===== config.mk =====
export PLATFORM = sky130hd
export DESIGN_NAME = gpib_device_handshake
export DESIGN_NICKNAME = d
export VERILOG_FILES = /design/src/rtl/core/gdh_pkg.sv /design/src/rtl/core/gdh_engine.sv /design/src/rtl/core/gpib_device_handshake.sv
export SDC_FILE = /design/constraint.sdc
export NUM_CORES = 1
export LEC_CHECK = 0
export BUFFER_PORTS_ARGS = -buffer_cell sky130_fd_sc_hd__clkbuf_2
export CAP_MARGIN = 25
export CORE_MARGIN = 2
export CORE_UTILIZATION = 50
export DETAILED_ROUTE_END_ITERATION = 10
export GPL_TIMING_DRIVEN = 0
export PLACE_DENSITY = 0.75
export SYNTH_ARGS = -nofsm -noshare
export SYNTH_HDL_FRONTEND = slang
export SYNTH_HIERARCHICAL = 1
export SYNTH_SLANG_ARGS = --single-unit
export TNS_END_PERCENT = 50

===== constraint.sdc =====
create_clock -name clock -period 4.8 [get_ports clock]
set_clock_uncertainty 0.05 [all_clocks]
set_input_delay 0.24 -clock clock [delete_from_list [all_inputs] [get_ports clock]]
set_output_delay 0.24 -clock clock [all_outputs]
set_load 0.05 [all_outputs]

===== src/rtl/core/gdh_pkg.sv =====
// ----------------------------------------------------------------------------
// gdh_pkg
// Shared types and constants for the device-side bus handshake engine.
// ----------------------------------------------------------------------------
package gdh_pkg;

   localparam int TIMEOUT_WIDTH = 24;
   localparam logic [TIMEOUT_WIDTH-1:0] TIMEOUT_RESET = 24'd200000;

   // command codes carried in the request beat
   typedef enum logic [3:0] {
      OP_TICK      = 4'd0,
      OP_SEND      = 4'd1,
      OP_RECEIVE   = 4'd2,
      OP_ACK       = 4'd3,
      OP_ADDRESS   = 4'd4,
      OP_ACCEPT    = 4'd5,
      OP_REJECT    = 4'd6,
      OP_BEGIN_OUT = 4'd7,
      OP_END_OUT   = 4'd8,
      OP_UNLISTEN  = 4'd9
   } op_type;

   typedef enum logic [1:0] {
      ST_IDLE    = 2'd0,
      ST_BUSY    = 2'd1,
      ST_DONE    = 2'd2,
      ST_TIMEOUT = 2'd3
   } status_type;

   // one sampled tick of the bus plus the command
   typedef struct packed {
      logic [3:0] operation;
      logic [7:0] tx_byte;
      logic       tx_last;
      logic [7:0] bus_data;
      logic       dav_line;
      logic       nrfd_line;
      logic       ndac_line;
      logic       atn_line;
      logic       eoi_line;
   } item_type;

   typedef struct packed {
      logic       dav_pull_low;
      logic       nrfd_pull_low;
      logic       ndac_pull_low;
      logic       eoi_pull_low;
      logic [7:0] data_drive;
      logic       data_drive_enable;
      status_type status;
      logic [7:0] rx_byte;
      logic       rx_atn_low;
      logic       rx_eoi_low;
      logic       unlistened;
   } result_type;

endpackage


===== src/rtl/core/gdh_engine.sv =====
// ----------------------------------------------------------------------------
// gdh_engine
// Handshake state machine: advances one tick per step and presents the
// resulting line drives and status.
// ----------------------------------------------------------------------------
module gdh_engine
   import gdh_pkg::*;
#(
   parameter int COUNT_WIDTH = 24
) (
   input  logic                     clock,
   input  logic                     reset,
   input  logic                     step_en,
   input  item_type                 item,
   input  logic [TIMEOUT_WIDTH-1:0] timeout_ticks,
   output result_type               result
);

   localparam int CMP_WIDTH = (COUNT_WIDTH > TIMEOUT_WIDTH) ? COUNT_WIDTH : TIMEOUT_WIDTH;
   localparam logic [COUNT_WIDTH-1:0] COUNT_MAX = {COUNT_WIDTH{1'b1}};

   localparam int DR_DAV  = 0;
   localparam int DR_NRFD = 1;
   localparam int DR_NDAC = 2;
   localparam int DR_EOI  = 3;

   typedef enum logic [3:0] {
      PH_IDLE      = 4'd0,
      PH_SEND_NRFD = 4'd1,
      PH_SEND_NDAC = 4'd2,
      PH_RECV      = 4'd3,
      PH_ACK       = 4'd4,
      PH_ADDR      = 4'd5,
      PH_ACCEPT    = 4'd6,
      PH_REJECT    = 4'd7,
      PH_BOUT_ATN  = 4'd8,
      PH_BOUT_NDAC = 4'd9
   } phase_type;

   phase_type              phase_ff,     phase_in;
   logic [COUNT_WIDTH-1:0] wait_ff,      wait_in;
   logic                   held_last_ff, held_last_in;
   logic [3:0]             drv_ff,       drv_in;
   logic [7:0]             data_out_ff,  data_out_in;
   logic                   data_oe_ff,   data_oe_in;
   logic [7:0]             rx_ff,        rx_in;
   logic                   atn_low_ff,   atn_low_in;
   logic                   eoi_low_ff,   eoi_low_in;
   logic                   unl_ff,       unl_in;
   status_type             status;

   always_comb begin
      logic expired;
      logic [COUNT_WIDTH-1:0] wait_bump;

      phase_in     = phase_ff;
      wait_in      = wait_ff;
      held_last_in = held_last_ff;
      drv_in       = drv_ff;
      data_out_in  = data_out_ff;
      data_oe_in   = data_oe_ff;
      rx_in        = rx_ff;
      atn_low_in   = atn_low_ff;
      eoi_low_in   = eoi_low_ff;
      unl_in       = unl_ff;
      status       = ST_IDLE;

      // command intake while idle
      if (phase_ff == PH_IDLE) begin
         wait_in = '0;
         case (op_type'(item.operation))
            OP_SEND: begin
               held_last_in = item.tx_last;
               data_out_in  = ~item.tx_byte;
               phase_in     = PH_SEND_NRFD;
            end
            OP_RECEIVE: phase_in = PH_RECV;
            OP_ACK: begin
               drv_in[DR_NRFD] = 1'b1;
               drv_in[DR_NDAC] = 1'b0;
               phase_in        = PH_ACK;
            end
            OP_ADDRESS: phase_in = PH_ADDR;
            OP_ACCEPT: begin
               drv_in[DR_NDAC] = 1'b0;
               phase_in        = PH_ACCEPT;
            end
            OP_REJECT: begin
               drv_in     = '0;
               data_oe_in = 1'b0;
               unl_in     = 1'b1;
               phase_in   = PH_REJECT;
            end
            OP_BEGIN_OUT: begin
               drv_in[DR_NRFD] = 1'b0;
               phase_in        = PH_BOUT_ATN;
            end
            OP_END_OUT: begin
               drv_in     = '0;
               drv_in[DR_NDAC] = 1'b1;
               data_oe_in = 1'b0;
               status     = ST_DONE;
            end
            OP_UNLISTEN: begin
               drv_in     = '0;
               data_oe_in = 1'b0;
               unl_in     = 1'b1;
               status     = ST_DONE;
            end
            default: ;
         endcase
      end

      // bounded wait check, counter saturates
      expired   = CMP_WIDTH'(wait_in) > CMP_WIDTH'(timeout_ticks);
      wait_bump = (wait_in < COUNT_MAX) ? COUNT_WIDTH'(wait_in + 1'b1) : wait_in;

      if (phase_in != PH_IDLE) begin
         status = ST_BUSY;
         case (phase_in)
            PH_SEND_NRFD: begin
               if (item.nrfd_line) begin
                  if (held_last_in) drv_in[DR_EOI] = 1'b1;
                  drv_in[DR_DAV] = 1'b1;
                  phase_in       = PH_SEND_NDAC;
               end else if (!expired) begin
                  wait_in = wait_bump;
               end else begin
                  drv_in = '0; data_oe_in = 1'b0; unl_in = 1'b1;
                  rx_in = 8'hFF; phase_in = PH_IDLE; status = ST_TIMEOUT;
               end
            end
            PH_SEND_NDAC: begin
               if (item.ndac_line) begin
                  drv_in[DR_DAV] = 1'b0;
                  drv_in[DR_EOI] = 1'b0;
                  phase_in       = PH_IDLE;
                  status         = ST_DONE;
               end
            end
            PH_RECV: begin
               if (!item.dav_line) begin
                  drv_in[DR_NDAC] = 1'b1;
                  drv_in[DR_NRFD] = 1'b1;
                  rx_in      = ~item.bus_data;
                  atn_low_in = ~item.atn_line;
                  eoi_low_in = ~item.eoi_line;
                  phase_in   = PH_IDLE;
                  status     = ST_DONE;
               end else if (!expired) begin
                  wait_in = wait_bump;
               end else begin
                  drv_in = '0; data_oe_in = 1'b0; unl_in = 1'b1;
                  rx_in = 8'hFF; phase_in = PH_IDLE; status = ST_TIMEOUT;
               end
            end
            PH_ACK, PH_REJECT: begin
               if ((phase_in == PH_ACK) ? item.dav_line : item.atn_line) begin
                  phase_in = PH_IDLE;
                  status   = ST_DONE;
               end else if (!expired) begin
                  wait_in = wait_bump;
               end else begin
                  drv_in = '0; data_oe_in = 1'b0; unl_in = 1'b1;
                  rx_in = 8'hFF; phase_in = PH_IDLE; status = ST_TIMEOUT;
               end
            end
            PH_ADDR: begin
               if (!item.dav_line) begin
                  rx_in           = ~item.bus_data;
                  drv_in[DR_NRFD] = 1'b1;
                  drv_in[DR_NDAC] = 1'b0;
                  phase_in        = PH_IDLE;
                  status          = ST_DONE;
               end else if (!expired) begin
                  wait_in = wait_bump;
               end else begin
                  drv_in = '0; data_oe_in = 1'b0; unl_in = 1'b1;
                  rx_in = 8'hFF; phase_in = PH_IDLE; status = ST_TIMEOUT;
               end
            end
            PH_ACCEPT: begin
               // a timeout here still finishes the accept
               if (item.dav_line || expired) begin
                  if (item.dav_line) begin
                     status = ST_DONE;
                  end else begin
                     drv_in = '0; data_oe_in = 1'b0;
                     rx_in = 8'hFF; status = ST_TIMEOUT;
                  end
                  drv_in[DR_NDAC] = 1'b1;
                  drv_in[DR_NRFD] = 1'b0;
                  unl_in          = 1'b0;
                  phase_in        = PH_IDLE;
               end else begin
                  wait_in = wait_bump;
               end
            end
            PH_BOUT_ATN: begin
               if (item.atn_line) begin
                  drv_in[DR_NDAC] = 1'b0;
                  drv_in[DR_DAV]  = 1'b0;
                  drv_in[DR_EOI]  = 1'b0;
                  data_oe_in      = 1'b1;
                  phase_in        = PH_BOUT_NDAC;
               end else if (!expired) begin
                  wait_in = wait_bump;
               end else begin
                  drv_in = '0; data_oe_in = 1'b0; unl_in = 1'b1;
                  rx_in = 8'hFF; phase_in = PH_IDLE; status = ST_TIMEOUT;
               end
            end
            PH_BOUT_NDAC: begin
               if (!item.ndac_line) begin
                  phase_in = PH_IDLE;
                  status   = ST_DONE;
               end
            end
            default: begin
               phase_in = PH_IDLE;
               status   = ST_IDLE;
            end
         endcase
      end
   end

   always_ff @(posedge clock) begin
      if (reset) begin
         phase_ff     <= PH_IDLE;
         wait_ff      <= '0;
         held_last_ff <= 1'b0;
         drv_ff       <= '0;
         data_out_ff  <= 8'hFF;
         data_oe_ff   <= 1'b0;
         rx_ff        <= '0;
         atn_low_ff   <= 1'b0;
         eoi_low_ff   <= 1'b0;
         unl_ff       <= 1'b1;
      end else if (step_en) begin
         phase_ff     <= phase_in;
         wait_ff      <= wait_in;
         held_last_ff <= held_last_in;
         drv_ff       <= drv_in;
         data_out_ff  <= data_out_in;
         data_oe_ff   <= data_oe_in;
         rx_ff        <= rx_in;
         atn_low_ff   <= atn_low_in;
         eoi_low_ff   <= eoi_low_in;
         unl_ff       <= unl_in;
      end
   end

   assign result.dav_pull_low      = drv_in[DR_DAV];
   assign result.nrfd_pull_low     = drv_in[DR_NRFD];
   assign result.ndac_pull_low     = drv_in[DR_NDAC];
   assign result.eoi_pull_low      = drv_in[DR_EOI];
   assign result.data_drive        = data_out_in;
   assign result.data_drive_enable = data_oe_in;
   assign result.status            = status;
   assign result.rx_byte           = rx_in;
   assign result.rx_atn_low        = atn_low_in;
   assign result.rx_eoi_low        = eoi_low_in;
   assign result.unlistened        = unl_in;

endmodule


===== src/rtl/core/gpib_device_handshake.sv =====
// ----------------------------------------------------------------------------
// gpib_device_handshake
// Device-side three-wire bus handshake engine with stream ports.
// ----------------------------------------------------------------------------
// Each request beat is one sampled tick of the bus lines (DAV, NRFD, NDAC,
// ATN, EOI, data) together with a command; each request beat yields exactly
// one response beat with the line drives, status and latched receive data
// after that tick. Commands are taken only while the engine is idle and are
// otherwise ignored. A beat is registered on entry, then the state machine
// evaluates it into the response register, so one beat is accepted per clock
// unless rsp_tready stalls the response; the rate is set by the engine's
// state update. timeout_ticks is written through csr_wr_en/csr_wr_data; the
// user must write it only while no beat is in flight, unchecked by the block.
module gpib_device_handshake
   import gdh_pkg::*;
#(
   parameter int COUNT_WIDTH = 24
) (
   input  logic                     clock,
   input  logic                     reset,

   input  logic                     csr_wr_en,
   input  logic [TIMEOUT_WIDTH-1:0] csr_wr_data,   // timeout_ticks

   input  logic                     req_tvalid,
   output logic                     req_tready,
   // [7:0] tx_byte, [15:8] bus_data, [16] dav_line, [17] nrfd_line,
   // [18] ndac_line, [19] atn_line, [20] eoi_line, [23:21] zero
   input  logic [23:0]              req_tdata,
   input  logic [3:0]               req_tuser,     // [3:0] operation
   input  logic                     req_tlast,     // tx_last

   output logic                     rsp_tvalid,
   input  logic                     rsp_tready,
   // [0] dav_pull_low, [1] nrfd_pull_low, [2] ndac_pull_low,
   // [3] eoi_pull_low, [11:4] data_drive, [12] data_drive_enable,
   // [14:13] status, [22:15] rx_byte, [23] rx_atn_low, [24] rx_eoi_low,
   // [25] unlistened, [31:26] zero
   output logic [31:0]              rsp_tdata
);

   logic [TIMEOUT_WIDTH-1:0] timeout_ff;
   logic                     in_valid_ff;
   item_type                 in_item_ff, in_item_in;
   logic                     rsp_valid_ff;
   logic [31:0]              rsp_data_ff;
   logic                     advance;
   result_type               result;

   // engine steps when its input beat can land in the response register
   assign advance    = in_valid_ff && (!rsp_valid_ff || rsp_tready);
   assign req_tready = !in_valid_ff || advance;

   assign in_item_in = '{
      operation: req_tuser,
      tx_byte:   req_tdata[7:0],
      tx_last:   req_tlast,
      bus_data:  req_tdata[15:8],
      dav_line:  req_tdata[16],
      nrfd_line: req_tdata[17],
      ndac_line: req_tdata[18],
      atn_line:  req_tdata[19],
      eoi_line:  req_tdata[20]
   };

   // timeout register
   always_ff @(posedge clock) begin
      if (reset) begin
         timeout_ff <= TIMEOUT_RESET;
      end else if (csr_wr_en) begin
         timeout_ff <= csr_wr_data;
      end
   end

   // input register
   always_ff @(posedge clock) begin
      if (reset) begin
         in_valid_ff <= 1'b0;
      end else if (req_tready) begin
         in_valid_ff <= req_tvalid;
      end
   end

   always_ff @(posedge clock) begin
      if (req_tready && req_tvalid) begin
         in_item_ff <= in_item_in;
      end
   end

   gdh_engine #(
      .COUNT_WIDTH (COUNT_WIDTH)
   ) u_engine (
      .clock         (clock),
      .reset         (reset),
      .step_en       (advance),
      .item          (in_item_ff),
      .timeout_ticks (timeout_ff),
      .result        (result)
   );

   // response register
   always_ff @(posedge clock) begin
      if (reset) begin
         rsp_valid_ff <= 1'b0;
      end else if (advance) begin
         rsp_valid_ff <= 1'b1;
      end else if (rsp_tready) begin
         rsp_valid_ff <= 1'b0;
      end
   end

   always_ff @(posedge clock) begin
      if (advance) begin
         rsp_data_ff <= {6'b0,
                         result.unlistened,
                         result.rx_eoi_low,
                         result.rx_atn_low,
                         result.rx_byte,
                         result.status,
                         result.data_drive_enable,
                         result.data_drive,
                         result.eoi_pull_low,
                         result.ndac_pull_low,
                         result.nrfd_pull_low,
                         result.dav_pull_low};
      end
   end

   assign rsp_tvalid = rsp_valid_ff;
   assign rsp_tdata  = rsp_data_ff;

endmodule

-- After elaboration in Yosys (flattened, before gate mapping)
Index checks and enable logic that the tools add are counted.
- flip-flop bits (word level): 131
- input bits: 58
- output and inout port bits: 34
- word-level logic and storage cells: 169
- $add $sub $neg: 1
- $lt $le $gt $ge: 2
- eq/ne operators: 18
- muxes and demuxes: 104
- bitwise gates (word level): 4
- reduce and logical (&&, ||, !) cells: 17
- operators with widths (operator ; number):
    two-way mux 24 bit ; 9
    one-hot mux 24 bit (5 select lines) ; 1
    two-way mux 8 bit ; 10
    two-way mux 4 bit ; 16
    one-hot mux 4 bit (7 select lines) ; 2
    two-way mux 1 bit ; 42
    one-hot mux 8 bit (5 select lines) ; 1
    equality test 4 x 3 -> 1 bit, second input constant ; 8
    two-way mux 2 bit ; 15
    adder 24 x 1 -> 24 bit, second input constant ; 1
    > comparator 24 bit ; 1
    less-than comparator 24 bit, second input constant ; 1
    equality test 4 x 2 -> 1 bit, second input constant ; 4
    equality test 4 bit, second input constant ; 4
    NOT 8 bit ; 2
    one-hot mux 2 bit (7 select lines) ; 1
    one-hot mux 1 bit (6 select lines) ; 2
    one-hot mux 2 bit (6 select lines) ; 1
    one-hot mux 1 bit (5 select lines) ; 2
    equality test 4 x 1 -> 1 bit, second input constant ; 2
    OR reduction 2 bit ; 4
    OR reduction 4 bit ; 2
    zero test 4 bit ; 1
    one-hot mux 1 bit (2 select lines) ; 2
    other kinds (7) ; 12

-- Depth between registers and ports, before layout
- depth in word-level cells: 8
- depth in mapped cells: 19
- depth with buffers taken out: 13

-- By module
Netlist, hierarchy kept.
- modules (own cells, without submodules) (module ; times used ; cells an instance ; area each (um^2) ; seq. area each (um^2)):
    gdh_engine ; 1 ; 762 ; 5201.2 ; 1061.0
    gpib_device_handshake ; 1 ; 147 ; 2583.7 ; 2082.0

-- Worst setup path after synthesis
No wires, ideal clock.
- kind: reg-to-reg
- from: register u_engine.phase_ff[3]
- to: register rsp_data_ff[0], in the netlist rsp_tdata[0] (data pin)
- setup time: 0.262 ns
- arrival time: 3.591 ns
- data required time: 4.488 ns
- path slack: 0.897 ns
- stages on the path, launching flop included: 18
- path buffers: 5
- period minus slack after synthesis: 3.903 ns
- path through: dfxtp_1 buf_6 or4_4 buf_2 clkbuf_1 clkbuf_1 and2_1 ha_1 nand4_1 nor4_1 nand3_1 nand3_1 o21ai_2 buf_4 a221oi_1 o21ai_0 nand3_1 nand2_1
- RTL lines (item ; line ; RTL):
    from (decl) ; gdh_engine.sv:40 ; phase_type phase_ff, phase_in;
    from (signal assigned) ; gdh_engine.sv:240 ; phase_ff <= phase_in;
    to (signal assigned) ; gpib_device_handshake.sv:114 ; rsp_data_ff <= {6'b0,
    to (decl) ; gpib_device_handshake.sv:46 ; logic [31:0] rsp_data_ff;

==> metrics <==
Final #Nets=approximately 1.1k; routed wire length=about 24000 µm; clock sinks=roughly 130; Worst EP required=4.92 ns; Die Height=128.8 µm; wire length per cell=approximately 19 µm; Synth Area per Inst=about 8.6 µm²; number of fill cells=~1.3k; startpoint types=register; Pwr per Cell Area=approximately 310 nW/µm²; DRC=0; ys async rst share=0%; Multi-input gate area=about 4200 µm²; Final Hold Vio Count=0; Core ar.=approximately 15000 µm²; Most used DFF post-synth=dfxtp_1; Slew headroom=34.33%; leakage power=~3.8 nW; DP HPWL=approximately 17000 µm; Worst path top cell family by delay=compound AO/OA/AOI/OAI gates; final setup violation count=0; vias in the first global route=approximately 7.4k; largest net degree at the start of global routing=29; Synth top area share=between 20% and 30%; final non-filler cell total=about 1.3k; Post-CTS Setup Bufs=0; initial antenna violation count=0; drt pass-1 iters=7; Slew Limit Fails=0; worst-path maximum fanout=19; synth unique cells=84; slowest CP cell=or4_4; Worst EP arrival=between 4 and 5 ns; sequential element share of the synthesized area=40.37%; vias post-DR=slightly below 8k; CTS tree=done; worst-path cell chain=buf_4, or4_4, buf_2, clkbuf_2, and2_1, ha_1, a21oi_1, o21ai_0, a221oi_2, nand3_1, o21ai_4, buf_4, buf_4, a21oi_1, a211oi_1, a21oi_1; cell taking the most area after synthesis=dfxtp_1; clk_lat worst skew=between 0.4 and 0.5 ns; Post-synth EDFFs=between 50 and 60; CP Capture Type=register; commonest non-fill, non-tap cells in the layout=nor2_1, nand2_1, clkbuf_2, dfxtp_1, a21oi_1; final instance area=roughly 9500 µm²; I/O Buffers=just over 80; max incr delay on CP=roughly 0.57 ns; Synth-to-Final Area Change=21.73%; number of synthesis warnings=6; CTS HTree Levels=4; total track usage=approximately 29%; area occupied by registers=around 3100 µm²; dominant cells by area after synthesis=dfxtp_1, edfxtp_1, nor2_1, a21oi_1, o21ai_0; clock-pin slew on the worst setup and hold paths=0.06 ns; cell area after synthesis=roughly 7800 µm²; # diodes=0; Clock Path Buffers=2; RePlAce Congestion=between 0.9 and 1; first-pass GRT wire length=roughly 38000 µm; vias per inst=between 6 and 7; hold crit path type=in2reg; Final period util=around 97%; worst vdd ir=roughly 0.26 mV; fin crit period=about 4.7 ns; row count=45; Die Width=roughly 130 µm; #FFs+latches synth=approximately 130; die area=16580 µm²; total CTS buffers=17; GRT Residual Overflow=0; share of layout cells above drive strength 1=16.93%; commonest non-fill, non-tap cell in the layout=nor2_1; initial drt markers=between 900 and 1k; # IOs=92; Max Cap Viol=0; final antenna-violating net count=0; Placed Instances=roughly 1.2k; CTS Root Cell=clkbuf_16; DP Area=about 8500 µm²; unrepaired setup endpoints after global routing=false; outcome=finished, final reports clean; Synth Instances=~900; max frequency=214.7 MHz; Initial Util=51.21%; slew at the pin closest to its max-slew limit=slightly below 1 ns; CP bufs+invs=5; kind of critical path=reg2reg
per-stage QoR:
step                TNS [ns]  utilization (%)  hold slack (ns)  worst slack, ns  total power, mW
finish                     0            62.34         0.006983           0.1434            2.977
detailed placement    -4.224            55.65           0.3686          -0.3573            1.720
CTS                        0            62.16         0.002613           0.1690            2.976
global placement      -1.624            55.55           0.3663          -0.2165            1.719
global route               0            62.34          0.01265          0.01173            3.092
floorplan                  0                -           0.2889           0.8966            1.580
path summary, 6_finish.rpt:
path                                            from                                 end  slack (ns)  depth (start not counted)
setup / recovery   u_engine/phase_ff[0]$_SDFFE_PP0P_             rsp_tdata[17]$_DFFE_PP_        0.14                         16
hold / removal                       csr_wr_data[13]         timeout_ff[13]$_SDFFE_PP0P_       0.007                          3
setup reg to reg   u_engine/phase_ff[0]$_SDFFE_PP0P_             rsp_tdata[17]$_DFFE_PP_        0.14                         16
hold reg to reg   u_engine/held_last_ff$_SDFFE_PP0P_  u_engine/held_last_ff$_SDFFE_PP0P_        0.40                          2
worst min-delay path, stage by stage:
cell	delay (ns)
clkbuf_2	0.08
mux2i_1	0.06
nor2_1	0.07
flip-flops by register name, summed over array words and instances (netlist names), 4 cells and up:
name	count
u_engine/drv_ff	4
rsp_tdata	26
u_engine/phase_ff	4
u_engine/rx_ff	8
in_item_ff	26
u_engine/data_out_ff	8
u_engine/wait_ff	24
timeout_ff	24
routing by layer:
| metal | vias up | routed length, µm | track usage [%] |
|---|---|---|---|
| met3 | 87 | 2127 | 6.279 |
| li1 | 3628 | - | - |
| met1 | 3630 | 9766 | 37.83 |
| met4 | 0 | 1000 | 13.24 |
| met2 | 432 | 11320 | 48.02 |
| met5 | - | 0 | 0 |
report_power, final:
| part | internal [mW] | total, mW | leakage [nW] | switching, mW |
|---|---|---|---|---|
| Combinational | 0.173 | 0.505 | 2.43 | 0.332 |
| Sequential | 1.21 | 1.24 | 1.12 | 0.0266 |
| Clock | 0.713 | 1.23 | 0.267 | 0.522 |
| Total | 2.10 | 2.98 | 3.82 | 0.880 |
synthesized netlist by cell type (5+ instances only):
cell type  instances
buf_4             13
and2_1            23
a21boi_0           5
nor3_1            26
a21o_1             9
a31oi_1           12
a211oi_1           6
inv_1             39
o22ai_1            7
clkbuf_1          26
nor4_1             5
a211o_1            6
a32o_1             6
a22oi_1           10
o211ai_1           8
a21oi_1           72
nor2b_1            7
mux2i_1           26
o31ai_1            6
nor2_1           103
nand2_1           87
o21a_1            13
edfxtp_1          52
buf_2             12
ha_1              23
or3_1             10
nand3_1           34
dfxtp_1           79
and3_1             7
o21ai_0           66
nand4_1           14
cell families after synthesis:
| logic type | share of synthesized area, % |
|---|---|
| AO/OA/AOI/OAI | 23.24 |
| flip-flops | 40.37 |
| multiplexers | 3.343 |
| other | 0.04817 |
| AND/OR/NAND/NOR | 22.52 |
| buffers and inverters | 6.445 |
| adder cells (fa/ha/maj) | 3.697 |
| XOR/XNOR | 0.3376 |
timing repair:
action / 4_1_cts / 5_1_grt
setup endpoints to repair: 34 / 11
hold buffers: 42 / 0
pin swaps: 0 / 1
endpoints found under the hold margin: 42 / 0
resized for setup: 5 / 5
gates cloned: 0 / 0
final cells by class:
class | count | share of cell area [%]
flip-flops and latches | 131 | 33.17
repair buffers | 124 | 8.872
plain buffers | 57 | 3.670
well taps | 188 | 2.482
inverters | 42 | 1.664
multi-input cells | 683 | 44.26
clock inverters | 15 | 1.400
clock buffers | 17 | 4.489
No activity file was read; power rests on OpenSTA's default activity.
